File: src/hw/rtl/gis_pkg.sv
package gis_pkg;

    // largest graph the search handles
    localparam int MAX_VERTICES = 8;
    localparam int IDX_W        = $clog2(MAX_VERTICES);
    localparam int CNT_W        = $clog2(MAX_VERTICES + 1);

    // stream widths
    localparam int IN_DATA_W  = 16;
    localparam int OUT_DATA_W = 8;

    // item kinds carried on s_tuser
    localparam logic [1:0] KIND_LOAD_A = 2'd0;
    localparam logic [1:0] KIND_LOAD_B = 2'd1;
    localparam logic [1:0] KIND_RUN    = 2'd2;

    // one adjacency row, bit j set for an edge to vertex j
    typedef logic [MAX_VERTICES-1:0] row_t;

    // vertex mapping, one image per vertex of graph a
    typedef logic [MAX_VERTICES-1:0][IDX_W-1:0] perm_t;

    // result of one lexicographic step
    typedef struct packed {
        perm_t next;
        logic  wrap;
    } perm_step_t;

endpackage

File: src/hw/rtl/gis_row_mem.sv
module gis_row_mem (
    input  logic                     aclk,
    input  logic                     aresetn,
    input  logic                     wr_en,
    input  logic [gis_pkg::IDX_W-1:0] wr_addr,
    input  gis_pkg::row_t            wr_data,
    input  logic                     rd_en,
    input  logic [gis_pkg::IDX_W-1:0] rd_addr,
    output gis_pkg::row_t            rd_data
);
    import gis_pkg::*;

    row_t                    mem [MAX_VERTICES];
    logic [MAX_VERTICES-1:0] valid_reg;
    row_t                    rd_data_reg;
    logic                    rd_valid_reg;

    // per-row valid bits, a row never written reads as zero
    always_ff @(posedge aclk) begin
        if (!aresetn) begin
            valid_reg    <= '0;
            rd_valid_reg <= 1'b0;
        end else begin
            if (wr_en) begin
                valid_reg[wr_addr] <= 1'b1;
            end
            if (rd_en) begin
                rd_valid_reg <= valid_reg[rd_addr];
            end
        end
    end

    // row storage, one write and one registered read per cycle
    always_ff @(posedge aclk) begin
        if (wr_en) begin
            mem[wr_addr] <= wr_data;
        end
    end

    always_ff @(posedge aclk) begin
        if (rd_en) begin
            rd_data_reg <= mem[rd_addr];
        end
    end

    assign rd_data = rd_valid_reg ? rd_data_reg : '0;

endmodule

File: src/hw/rtl/gis_perm_step.sv
module gis_perm_step (
    input  logic [gis_pkg::CNT_W-1:0] count,
    input  gis_pkg::perm_t            perm,
    output gis_pkg::perm_step_t       step
);
    import gis_pkg::*;

    logic             have_piv;
    logic [IDX_W-1:0] piv;
    logic [IDX_W-1:0] succ;
    logic [CNT_W-1:0] src_w [MAX_VERTICES];

    // pivot: last position whose entry is below its right neighbor
    always_comb begin
        have_piv = 1'b0;
        piv      = '0;
        for (int k = 1; k < MAX_VERTICES; k++) begin
            if ((CNT_W'(k) < count) && (perm[k-1] < perm[k])) begin
                have_piv = 1'b1;
                piv      = IDX_W'(k - 1);
            end
        end
    end

    // successor: last position holding a value above the pivot value
    always_comb begin
        succ = '0;
        for (int k = 0; k < MAX_VERTICES; k++) begin
            if ((CNT_W'(k) < count) && (perm[k] > perm[piv])) begin
                succ = IDX_W'(k);
            end
        end
    end

    // swap pivot and successor, then reverse the tail behind the pivot
    always_comb begin
        step.wrap = !have_piv;
        for (int k = 0; k < MAX_VERTICES; k++) begin
            src_w[k] = count + CNT_W'(piv) - CNT_W'(k);
            if (CNT_W'(k) >= count) begin
                step.next[k] = perm[k];
            end else if (!have_piv) begin
                // last ordering wraps back to the identity
                step.next[k] = IDX_W'(k);
            end else if (IDX_W'(k) < piv) begin
                step.next[k] = perm[k];
            end else if (IDX_W'(k) == piv) begin
                step.next[k] = perm[succ];
            end else if (src_w[k][IDX_W-1:0] == succ) begin
                step.next[k] = perm[piv];
            end else begin
                step.next[k] = perm[src_w[k][IDX_W-1:0]];
            end
        end
    end

endmodule

File: src/hw/rtl/graph_isomorphism_search_unit.sv
// Brute-force isomorphism search between two graphs of up to eight vertices.
// Input stream: s_tuser selects load row of graph a, load row of graph b or
// run; a load writes one adjacency row and sets that graph's vertex count.
// Result stream: one transfer per vertex (vertex, image, found) with m_tlast
// on the final one, or a single transfer with m_tlast set: not found, or
// found for two empty graphs. Loads are taken even while a result is waiting.
// A run walks vertex orderings in lexicographic order. Each ordering is
// checked row by row through the two row memories: one read per row, the
// compare in the next cycle, and a mismatch moves to the next ordering at
// once. A match sets up the output register and then gives one result per
// cycle while m_tready is high. Unequal counts or empty graphs skip the
// search and go straight to the output. s_tready is low for the whole run.
// Reset clears both counts and marks every adjacency row as zero.
// A stalled receiver holds the output register; the search itself waits
// only when it has a result to place.
module graph_isomorphism_search_unit (
    input  logic                           aclk,
    input  logic                           aresetn,
    input  logic                           s_tvalid,
    output logic                           s_tready,
    // row_index[2:0], row_bits[10:3], vertex_count[14:11], zero pad [15]
    input  logic [gis_pkg::IN_DATA_W-1:0]  s_tdata,
    // kind[1:0]
    input  logic [1:0]                     s_tuser,
    output logic                           m_tvalid,
    input  logic                           m_tready,
    // found[0], vertex[3:1], image[6:4], zero pad [7]
    output logic [gis_pkg::OUT_DATA_W-1:0] m_tdata,
    output logic                           m_tlast
);
    import gis_pkg::*;

    localparam logic [1:0] ST_IDLE  = 2'd0;
    localparam logic [1:0] ST_CHECK = 2'd1;
    localparam logic [1:0] ST_EMIT  = 2'd2;

    logic [1:0]            state_reg, state_next;
    logic [CNT_W-1:0]      count_a_reg, count_a_next;
    logic [CNT_W-1:0]      count_b_reg, count_b_next;
    perm_t                 perm_reg, perm_next;
    logic [CNT_W-1:0]      rd_idx_reg, rd_idx_next;
    logic                  cmp_valid_reg, cmp_valid_next;
    logic [IDX_W-1:0]      cmp_idx_reg, cmp_idx_next;
    logic [IDX_W-1:0]      emit_idx_reg, emit_idx_next;
    logic                  emit_single_reg, emit_single_next;
    logic                  emit_found_reg, emit_found_next;
    logic                  out_valid_reg, out_valid_next;
    logic [OUT_DATA_W-1:0] out_data_reg, out_data_next;
    logic                  out_last_reg, out_last_next;

    logic [1:0]       in_kind;
    logic [IDX_W-1:0] in_row;
    row_t             in_bits;
    logic [CNT_W-1:0] in_cnt;
    logic [CNT_W-1:0] in_cnt_sat;
    logic             in_xfer;
    logic             wr_a;
    logic             wr_b;
    logic             rd_issue;
    logic [IDX_W-1:0] rd_addr_a;
    logic [IDX_W-1:0] rd_addr_b;
    row_t             row_a;
    row_t             row_b;
    logic             row_ok;
    logic             out_free;
    logic [CNT_W-1:0] last_idx;
    perm_t            perm_ident;
    perm_step_t       step;

    // input field decode
    assign in_kind    = s_tuser;
    assign in_row     = s_tdata[2:0];
    assign in_bits    = s_tdata[10:3];
    assign in_cnt     = s_tdata[14:11];
    assign in_cnt_sat = (in_cnt > CNT_W'(MAX_VERTICES)) ? CNT_W'(MAX_VERTICES) : in_cnt;
    assign in_xfer    = s_tvalid && s_tready;
    assign s_tready   = (state_reg == ST_IDLE);

    assign wr_a = in_xfer && (in_kind == KIND_LOAD_A);
    assign wr_b = in_xfer && (in_kind == KIND_LOAD_B);

    // row reads for the current ordering, b row chosen through the mapping
    assign rd_issue  = (state_reg == ST_CHECK) && (rd_idx_reg < count_a_reg);
    assign rd_addr_a = rd_idx_reg[IDX_W-1:0];
    assign rd_addr_b = perm_reg[rd_idx_reg[IDX_W-1:0]];

    gis_row_mem u_mem_a (
        .aclk    (aclk),
        .aresetn (aresetn),
        .wr_en   (wr_a),
        .wr_addr (in_row),
        .wr_data (in_bits),
        .rd_en   (rd_issue),
        .rd_addr (rd_addr_a),
        .rd_data (row_a)
    );

    gis_row_mem u_mem_b (
        .aclk    (aclk),
        .aresetn (aresetn),
        .wr_en   (wr_b),
        .wr_addr (in_row),
        .wr_data (in_bits),
        .rd_en   (rd_issue),
        .rd_addr (rd_addr_b),
        .rd_data (row_b)
    );

    gis_perm_step u_step (
        .count (count_a_reg),
        .perm  (perm_reg),
        .step  (step)
    );

    // one row compared in parallel over its columns
    always_comb begin
        row_ok = 1'b1;
        for (int j = 0; j < MAX_VERTICES; j++) begin
            if ((CNT_W'(j) < count_a_reg) && (row_a[j] != row_b[perm_reg[j]])) begin
                row_ok = 1'b0;
            end
        end
    end

    always_comb begin
        for (int k = 0; k < MAX_VERTICES; k++) begin
            perm_ident[k] = IDX_W'(k);
        end
    end

    assign last_idx = count_a_reg - CNT_W'(1);
    assign out_free = !out_valid_reg || m_tready;

    // sequencer
    always_comb begin
        state_next       = state_reg;
        count_a_next     = count_a_reg;
        count_b_next     = count_b_reg;
        perm_next        = perm_reg;
        rd_idx_next      = rd_idx_reg;
        cmp_valid_next   = 1'b0;
        cmp_idx_next     = cmp_idx_reg;
        emit_idx_next    = emit_idx_reg;
        emit_single_next = emit_single_reg;
        emit_found_next  = emit_found_reg;
        out_valid_next   = out_valid_reg && !m_tready;
        out_data_next    = out_data_reg;
        out_last_next    = out_last_reg;

        unique case (state_reg)
            ST_IDLE: begin
                if (wr_a) begin
                    count_a_next = in_cnt_sat;
                end
                if (wr_b) begin
                    count_b_next = in_cnt_sat;
                end
                if (in_xfer && (in_kind == KIND_RUN)) begin
                    if (count_a_reg != count_b_reg) begin
                        emit_single_next = 1'b1;
                        emit_found_next  = 1'b0;
                        state_next       = ST_EMIT;
                    end else if (count_a_reg == '0) begin
                        emit_single_next = 1'b1;
                        emit_found_next  = 1'b1;
                        state_next       = ST_EMIT;
                    end else begin
                        perm_next   = perm_ident;
                        rd_idx_next = '0;
                        state_next  = ST_CHECK;
                    end
                end
            end
            ST_CHECK: begin
                if (cmp_valid_reg && !row_ok) begin
                    // mismatch: drop the read in flight and step the ordering
                    perm_next   = step.next;
                    rd_idx_next = '0;
                    if (step.wrap) begin
                        emit_single_next = 1'b1;
                        emit_found_next  = 1'b0;
                        state_next       = ST_EMIT;
                    end
                end else if (cmp_valid_reg && ({1'b0, cmp_idx_reg} == last_idx)) begin
                    emit_single_next = 1'b0;
                    emit_idx_next    = '0;
                    state_next       = ST_EMIT;
                end else begin
                    cmp_valid_next = rd_issue;
                    cmp_idx_next   = rd_idx_reg[IDX_W-1:0];
                    if (rd_issue) begin
                        rd_idx_next = rd_idx_reg + CNT_W'(1);
                    end
                end
            end
            ST_EMIT: begin
                if (out_free) begin
                    out_valid_next = 1'b1;
                    if (emit_single_reg) begin
                        out_data_next = {1'b0, {IDX_W{1'b0}}, {IDX_W{1'b0}}, emit_found_reg};
                        out_last_next = 1'b1;
                        state_next    = ST_IDLE;
                    end else begin
                        out_data_next = {1'b0, perm_reg[emit_idx_reg], emit_idx_reg, 1'b1};
                        out_last_next = ({1'b0, emit_idx_reg} == last_idx);
                        if ({1'b0, emit_idx_reg} == last_idx) begin
                            state_next = ST_IDLE;
                        end else begin
                            emit_idx_next = emit_idx_reg + IDX_W'(1);
                        end
                    end
                end
            end
            default: begin
                state_next = ST_IDLE;
            end
        endcase
    end

    // control state
    always_ff @(posedge aclk) begin
        if (!aresetn) begin
            state_reg     <= ST_IDLE;
            count_a_reg   <= '0;
            count_b_reg   <= '0;
            cmp_valid_reg <= 1'b0;
            out_valid_reg <= 1'b0;
        end else begin
            state_reg     <= state_next;
            count_a_reg   <= count_a_next;
            count_b_reg   <= count_b_next;
            cmp_valid_reg <= cmp_valid_next;
            out_valid_reg <= out_valid_next;
        end
    end

    // working registers and output payload
    always_ff @(posedge aclk) begin
        perm_reg        <= perm_next;
        rd_idx_reg      <= rd_idx_next;
        cmp_idx_reg     <= cmp_idx_next;
        emit_idx_reg    <= emit_idx_next;
        emit_single_reg <= emit_single_next;
        emit_found_reg  <= emit_found_next;
        out_data_reg    <= out_data_next;
        out_last_reg    <= out_last_next;
    end

    assign m_tvalid = out_valid_reg;
    assign m_tdata  = out_data_reg;
    assign m_tlast  = out_last_reg;

endmodule

File: config.mk
export PLATFORM = sky130hd
export DESIGN_NAME = graph_isomorphism_search_unit
export DESIGN_NICKNAME = d
export VERILOG_FILES = /design/src/hw/rtl/gis_pkg.sv /design/src/hw/rtl/gis_row_mem.sv /design/src/hw/rtl/gis_perm_step.sv /design/src/hw/rtl/graph_isomorphism_search_unit.sv
export SDC_FILE = /design/constraint.sdc
export NUM_CORES = 1
export LEC_CHECK = 0
export BUFFER_PORTS_ARGS = -buffer_cell sky130_fd_sc_hd__buf_2
export CAP_MARGIN = 10
export CORE_ASPECT_RATIO = 0.8
export CORE_UTILIZATION = 42
export CTS_CLUSTER_SIZE = 12
export DETAILED_ROUTE_END_ITERATION = 10
export PLACE_DENSITY = 0.65
export SETUP_SLACK_MARGIN = 0.02
export SLEW_MARGIN = 20
export SYNTH_ARGS = -nofsm -noshare
export SYNTH_HDL_FRONTEND = slang
export SYNTH_SLANG_ARGS = --single-unit
File: constraint.sdc
create_clock -name aclk -period 7.7 [get_ports aclk]
set_input_delay 1.54 -clock aclk [delete_from_list [all_inputs] [get_ports aclk]]
set_output_delay 1.54 -clock aclk [all_outputs]
set_load 0.005 [all_outputs]
==> impl_metrics.py, run 1 <==
metrics = {
    "yosys": {
        "ys_types": 75,
        "synthCells": 1114,
        "synthArstFlopShare_pct": 0,
        "ys_warn_count": 0,
        "ys.flop_type": "edfxtp_1",
        "synth_nets": 1178,
        "ys_ff_latch": 218,
        "synth_edf_count": 188,
        "synth_area_um2": 13300,
        "synth_seq_area_share_pct": 47.0,
        "avgSynthCellArea_um2": 11.9,
    },
    "route": {
        "routed_wl_mm": 37.7,
        "wl_per_cell_um": 23.8,
        "drtIter0Drc": 1304,
        "ant_nets": 0,
        "num_vias": 9927,
        "drcViolationCount": 0,
        "drt_first_pass_iters": 7,
        "viasPerCell": 6.26,
    },
    "hold_path": {
        "hp-start": "u_mem_a.valid_reg[3]",
        "hold_end": "u_mem_a.valid_reg[3]",
        "hp-class": "register to register",
        "hold_depth": 1,
    },
    "die": {
        "rows": 57,
        "core_area_um2": 30700,
        "ioPinCount": 33,
        "die-area_um2": 32300,
        "start_util_pct": 43.2,
        "die_h_um": 161,
        "die_w_um": 201,
    },
    "grt": {
        "grt_max_degree": 37,
        "grt_overflow": 0,
        "grt_use_total_pct": 23.3,
        "antenna_found_initial": 0,
        "grt_pass1_vias": 9471,
        "grt_pass1_wl_mm": 57.4,
    },
    "sta": {
        "drv_slew": 0,
        "setup_viol": 0,
        "skew_ns": 0.0271,
        "hold_viol_final": 0,
        "rsz0062_at_grt": "false",
        "max_freq_mhz": 153,
        "finalSetupTns_ns": 0,
        "min_period_ns": 6.55,
        "holdWs_ns": 0.461,
        "slew-limit-headroom_pct": 25.2,
        "worst_slew_pin_slew_ns": 1.11,
        "period_share_pct": 85.0,
    },
    "placed_design": {
        "gp_congestion": 0.958,
        "place_hpwl_mm": 26.4,
        "portBuffers": 30,
    },
    "critical_path": {
        "reg2reg_depth": 22,
        "crit_path_max_incr_delay_ns": 0.53,
        "r2r_slack_ns": 1.15,
        "cp_max_fo": 12,
        "timing.rr.start": "perm_reg[7]",
        "worstSetupPathType": "register to register",
        "cp.arrival_ns": 6.80,
        "timing.critical_path.mode_cell": "a211o_1",
        "cp_cell_sequence": "buf_4 -> inv_1 -> ha_1 -> o21ai_0 -> o211ai_2 -> o21ai_0 -> a21oi_1 -> buf_4 -> nor2_1 -> a211oi_1 -> a21oi_1 -> o21ai_1 -> ha_1 -> nor2b_1 -> a211o_1 -> a211o_1 -> nand2_1 -> nand2_1 -> a21o_1 -> o41a_1 -> and3_1 -> a211o_1",
        "critPathTopFamily": "compound AO/OA/AOI/OAI gates",
        "end_kind": "register",
        "startpoint_type": "register",
        "cp_data_required_time_ns": 7.96,
        "critPathSlowestCell": "edfxtp_1",
        "rr_endpoint": "perm_reg[14]",
        "path_buf_inv": 3,
    },
    "clock_tree": {
        "insertion_delay_ns": 0.53,
        "clock_sinks": 218,
        "numCtsBuffers": 24,
        "clk_pin_slew_ns": 0.06,
        "root_buffer": "clkbuf_16",
        "cts_max_level": 1,
        "holdBufCountCts": 0,
        "post_cts_buffers": 0,
        "cts_resized": 0,
        "clock_path_buffers": 3,
        "cts_tree": "done",
    },
    "pwr": {
        "total_leakage_power_uw": 0.00537,
        "peakVddDrop_v": 0.000196,
        "powerDensity_nw_per_um2": 191,
    },
    "layout": {
        "diodes": 0,
        "drive_gt1_share_pct": 20.2,
        "nets": 1218,
        "area_delta_synth_final_pct": 12.1,
        "fill_cells": 2690,
    },
    "run": {
        "cap_violations": 0,
    },
    "run_status": {
        "run_status": "completed",
    },
}
report_power, final:
group | switching (µW) | internal (µW)
sequential | 5.91 | 1290
clock | 457 | 657
combinational | 267 | 172
cells by family after synthesis:
kind of cell	Yosys count	synth area share, %
simple gates	291	10.5
compound gates	232	12.2
flops	218	47.0
mux	178	20.3
buf+inv	115	3.35
fa+ha+maj	45	4.24
xor+xnor	34	2.24
other cells	1	0.0282
worst max-delay path by stage:
stage                       from            to  slack (ns)  cells past startpoint
floorplan            perm_reg[7]   perm_reg[3]        1.84                     22
global placement    perm_reg[16]  perm_reg[16]        1.39                     22
detailed placement  perm_reg[16]  perm_reg[17]        1.30                     20
CTS                 perm_reg[16]  perm_reg[17]        1.31                     20
global route        perm_reg[16]  perm_reg[17]        0.70                     23
finish               perm_reg[7]  perm_reg[14]        1.15                     22
synthesized netlist by cell type, drive strengths merged (3+ instances only):
library cell  instances  area, µm²
a311o                 4       40.0
buf                  12       57.6
xnor2                29        254
nor4                  4       40.0
or3                   3       18.8
nor2b                19        119
ha                   41        513
o211a                 6       60.1
nor2                 77        292
o221ai                8       70.1
edfxtp              188       5650
nand3                15       75.1
a211o                 7       61.3
o21a                 19        143
nand4                 5       31.3
clkbuf               58        218
o21bai                3       22.5
o22ai                 4       25.0
mux4                 70       1580
a211oi               10       80.1
o32ai                 4       35.0
mux2i                73        731
nor3b                 5       37.5
inv                  45        169
a22oi                 3       22.5
o31ai                 4       30.0
a21o                  8       60.1
nand2b               17        106
nor3                 29        145
and3                 11       73.8
maj3                  3       30.0
mux2                 35        394
o211ai               19        148
a311oi                7       61.3
a31oi                15        115
nand2                92        345
and2                  7       43.8
a21oi                47        239
dfxtp                30        601
xor2                  5       43.8
o21ai                46        230
layout by cell type (no fill, tap or decap), types with 4 or more instances in the layout:
cell and instances:
a21oi_1 46, o211a_1 6, a211oi_1 9, a31oi_1 13, o22ai_1 4, and2_1 6, dfxtp_1 30, and3_1 10
buf_4 54, edfxtp_1 188, nand4_1 5, buf_2 30, nor2_1 76, o221ai_1 8, mux2i_1 71, xnor2_1 29
a211o_1 7, o211ai_1 18, xor2_1 5, clkbuf_16 24, o21ai_0 43, nand2_1 92, a311o_1 4, nand2b_1 17
ha_1 41, mux2_2 35, nand3_1 15, nor3_1 29, a311oi_1 7, o21a_1 19, o31ai_1 4, nor3b_1 5
clkbuf_1 11, nor2b_1 19, a21o_1 8, o32ai_1 4, mux4_2 70, inv_1 45
routing by layer:
| metal | global-route usage (%) | vias to the layer above | part of all wire, % |
|---|---|---|---|
| met5 | 0 | - | 0 |
| met4 | 5.76 | 0 | 2.4 |
| met3 | 6.05 | 84 | 12 |
| met2 | 34.2 | 582 | 43 |
| met1 | 34.3 | 4888 | 43 |
| li1 | - | 4373 | - |
per-stage QoR:
stage	util, %	setup slack (ns)	power, µW	cell area (µm²)	cells
after floorplan	-	1.84	1600	13300	1114
after global placement	45.9	1.39	1730	14100	1541
after detailed placement	45.9	1.30	1740	14100	1541
after CTS	48.4	1.31	2850	14900	1585
after global routing	48.4	0.696	2930	14900	1585
final	48.4	1.15	2850	14900	1585
final cells by class:
cell class                 count  area, µm²  area share, %
multi-input combinational    781       6630           44.6
tap                          413        517           3.47
clock inverter                 8        105          0.706
sequential                   218       6250           42.0
inverter                      45        169           1.14
timing repair buffer          84        556           3.73
clock buffer                  36        656           4.41
No activity file was read; power rests on OpenSTA's default activity.
==> inputs of run 2 (changes only) <==
- BUFFER_PORTS_ARGS: -buffer_cell sky130_fd_sc_hd__buf_2 -> -buffer_cell sky130_fd_sc_hd__buf_4
- PLACE_DENSITY: 0.65 -> default
- PLACE_DENSITY_LB_ADDON: default -> 0.3
==> run 2 against run 1 <==
Register-to-register slack worse by 0.098 ns; hold slack barely moved; combinational power hardly changed; clock skew down 0.0084 ns; largest cell class unchanged; clock power about the same; sequential cell count is the same; global-route usage grew 0.22 points; largest power group unchanged; fmax fell by 1.5%; critical path type unchanged.
==> impl_metrics.py, run 2 (synthesis results as in run 1) <==
metrics = {
    "layout": {
        "final_cell_mix": "edfxtp_1, nand2_1, buf_4, nor2_1, mux2i_1",
        "regArea_um2": 6250,
        "area_delta_synth_final_pct": 12.7,
        "drive_gt1_share_pct": 21.0,
        "nets": 1220,
        "fill_cells": 2679,
        "multi_input_area_um2": 6650,
        "final_core_utilization_pct": 48.7,
        "final_common_cell": "edfxtp_1",
        "final_cells": 1589,
    },
    "sta": {
        "finalSetupTns_ns": 0,
        "slew-limit-headroom_pct": 28.3,
        "setup_viol": 0,
        "hold_viol_final": 0,
        "rsz0062_at_grt": "false",
        "worst_slew_pin_slew_ns": 1.07,
        "drv_slew": 0,
        "skew_ns": 0.0186,
        "max_freq_mhz": 151,
        "min_period_ns": 6.64,
        "holdWs_ns": 0.461,
        "period_share_pct": 86.3,
    },
    "die": {
        "die-area_um2": 32300,
        "rows": 57,
        "core_area_um2": 30700,
        "start_util_pct": 43.2,
        "ioPinCount": 33,
        "die_w_um": 201,
        "die_h_um": 161,
    },
    "grt": {
        "grt_use_total_pct": 23.5,
        "grt_max_degree": 37,
        "grt_pass1_vias": 9480,
        "grt_overflow": 0,
        "antenna_found_initial": 0,
        "grt_pass1_wl_mm": 57.8,
    },
    "clock_tree": {
        "numCtsBuffers": 25,
        "clk_pin_slew_ns": 0.06,
        "holdBufCountCts": 0,
        "root_buffer": "clkbuf_16",
        "cts_max_level": 1,
        "cts_tree": "done",
        "post_cts_buffers": 0,
        "clock_path_buffers": 3,
        "clock_sinks": 218,
        "insertion_delay_ns": 0.53,
        "cts_resized": 0,
    },
    "route": {
        "num_vias": 9954,
        "drt_first_pass_iters": 6,
        "ant_nets": 0,
        "viasPerCell": 6.26,
        "drtIter0Drc": 1219,
        "drcViolationCount": 0,
        "routed_wl_mm": 38.3,
        "wl_per_cell_um": 24.1,
    },
    "placed_design": {
        "dp.cells": 1542,
        "gp_congestion": 1.00,
        "portBuffers": 30,
        "place_hpwl_mm": 26.8,
    },
    "pwr": {
        "total_leakage_power_uw": 0.00540,
        "powerDensity_nw_per_um2": 188,
        "peakVddDrop_v": 0.000176,
    },
    "critical_path": {
        "cp_data_required_time_ns": 7.96,
        "startpoint_type": "register",
        "timing.rr.start": "perm_reg[10]",
        "end_kind": "register",
        "cp.arrival_ns": 6.91,
        "rr_endpoint": "perm_reg[3]",
        "r2r_slack_ns": 1.06,
        "cp_max_fo": 10,
        "worstSetupPathType": "register to register",
        "reg2reg_depth": 22,
    },
    "hold_path": {
        "hp-class": "register to register",
        "hold_depth": 1,
        "hp-start": "u_mem_a.valid_reg[2]",
        "hold_end": "u_mem_a.valid_reg[2]",
    },
    "run": {
        "cap_violations": 0,
    },
    "run_status": {
        "run_status": "completed",
    },
}
==> run 2: cell type report <==
type                            count  area share (%)
Clock inverter                      9           0.410
Multi-Input combinational cell    781            44.4
Clock buffer                       37            4.55
Antenna cell                        1          0.0167
Tap cell                          413            3.45
Sequential cell                   218            41.7
Timing Repair Buffer               85            4.26
Inverter                           45            1.13
==> run 2: how the worst max path moves through the flow <==
stage | from | endpoint | slack, ns | depth (start not counted)
finish | perm_reg[10] | perm_reg[3] | 1.06 | 22
global route | perm_reg[10] | perm_reg[17] | 0.72 | 24
CTS | perm_reg[10] | perm_reg[17] | 1.28 | 20
detailed placement | perm_reg[10] | perm_reg[17] | 1.33 | 20
global placement | perm_reg[11] | perm_reg[14] | 1.44 | 22
floorplan | perm_reg[7] | perm_reg[3] | 1.84 | 22
==> run 2: through the flow <==
stage,area (µm²),total power [µW],worst slack [ns]
after floorplan,13300,1600,1.84
after global placement,14200,1730,1.44
after detailed placement,14200,1740,1.33
after CTS,15000,2820,1.28
after global routing,15000,2900,0.717
final,15000,2810,1.06
==> run 2: layer usage <==
layer  vias up  global-route usage, %  part of all wire, %
met2       573                   33.0                   41
met1      4907                   34.9                   44
met3        89                   7.20                   13
met5         -                      0                    0
li1       4385                      -                    -
met4         0                   6.45                  2.8
==> run 2: where the power goes <==
group | switching, µW | internal, µW
logic | 267 | 172
registers | 5.74 | 1290
clock network | 466 | 615
==> run 2: worst max-delay path, cell delays in order (launching register included) <==
cell,delay (ns)
edfxtp_1,0.62
inv_1,0.25
ha_1,0.26
nor3b_1,0.20
o221ai_1,0.26
inv_1,0.11
o21ai_0,0.09
a21oi_1,0.78
buf_4,0.28
a211oi_1,0.08
a21oi_1,0.21
o21ai_1,0.10
inv_1,0.27
ha_1,0.31
a22oi_1,0.20
o221ai_1,0.17
mux2i_1,0.44
a2111oi_0,0.17
a211oi_1,0.41
o311ai_4,0.27
nor4b_4,0.44
mux2i_1,0.13
a211o_1,0.30
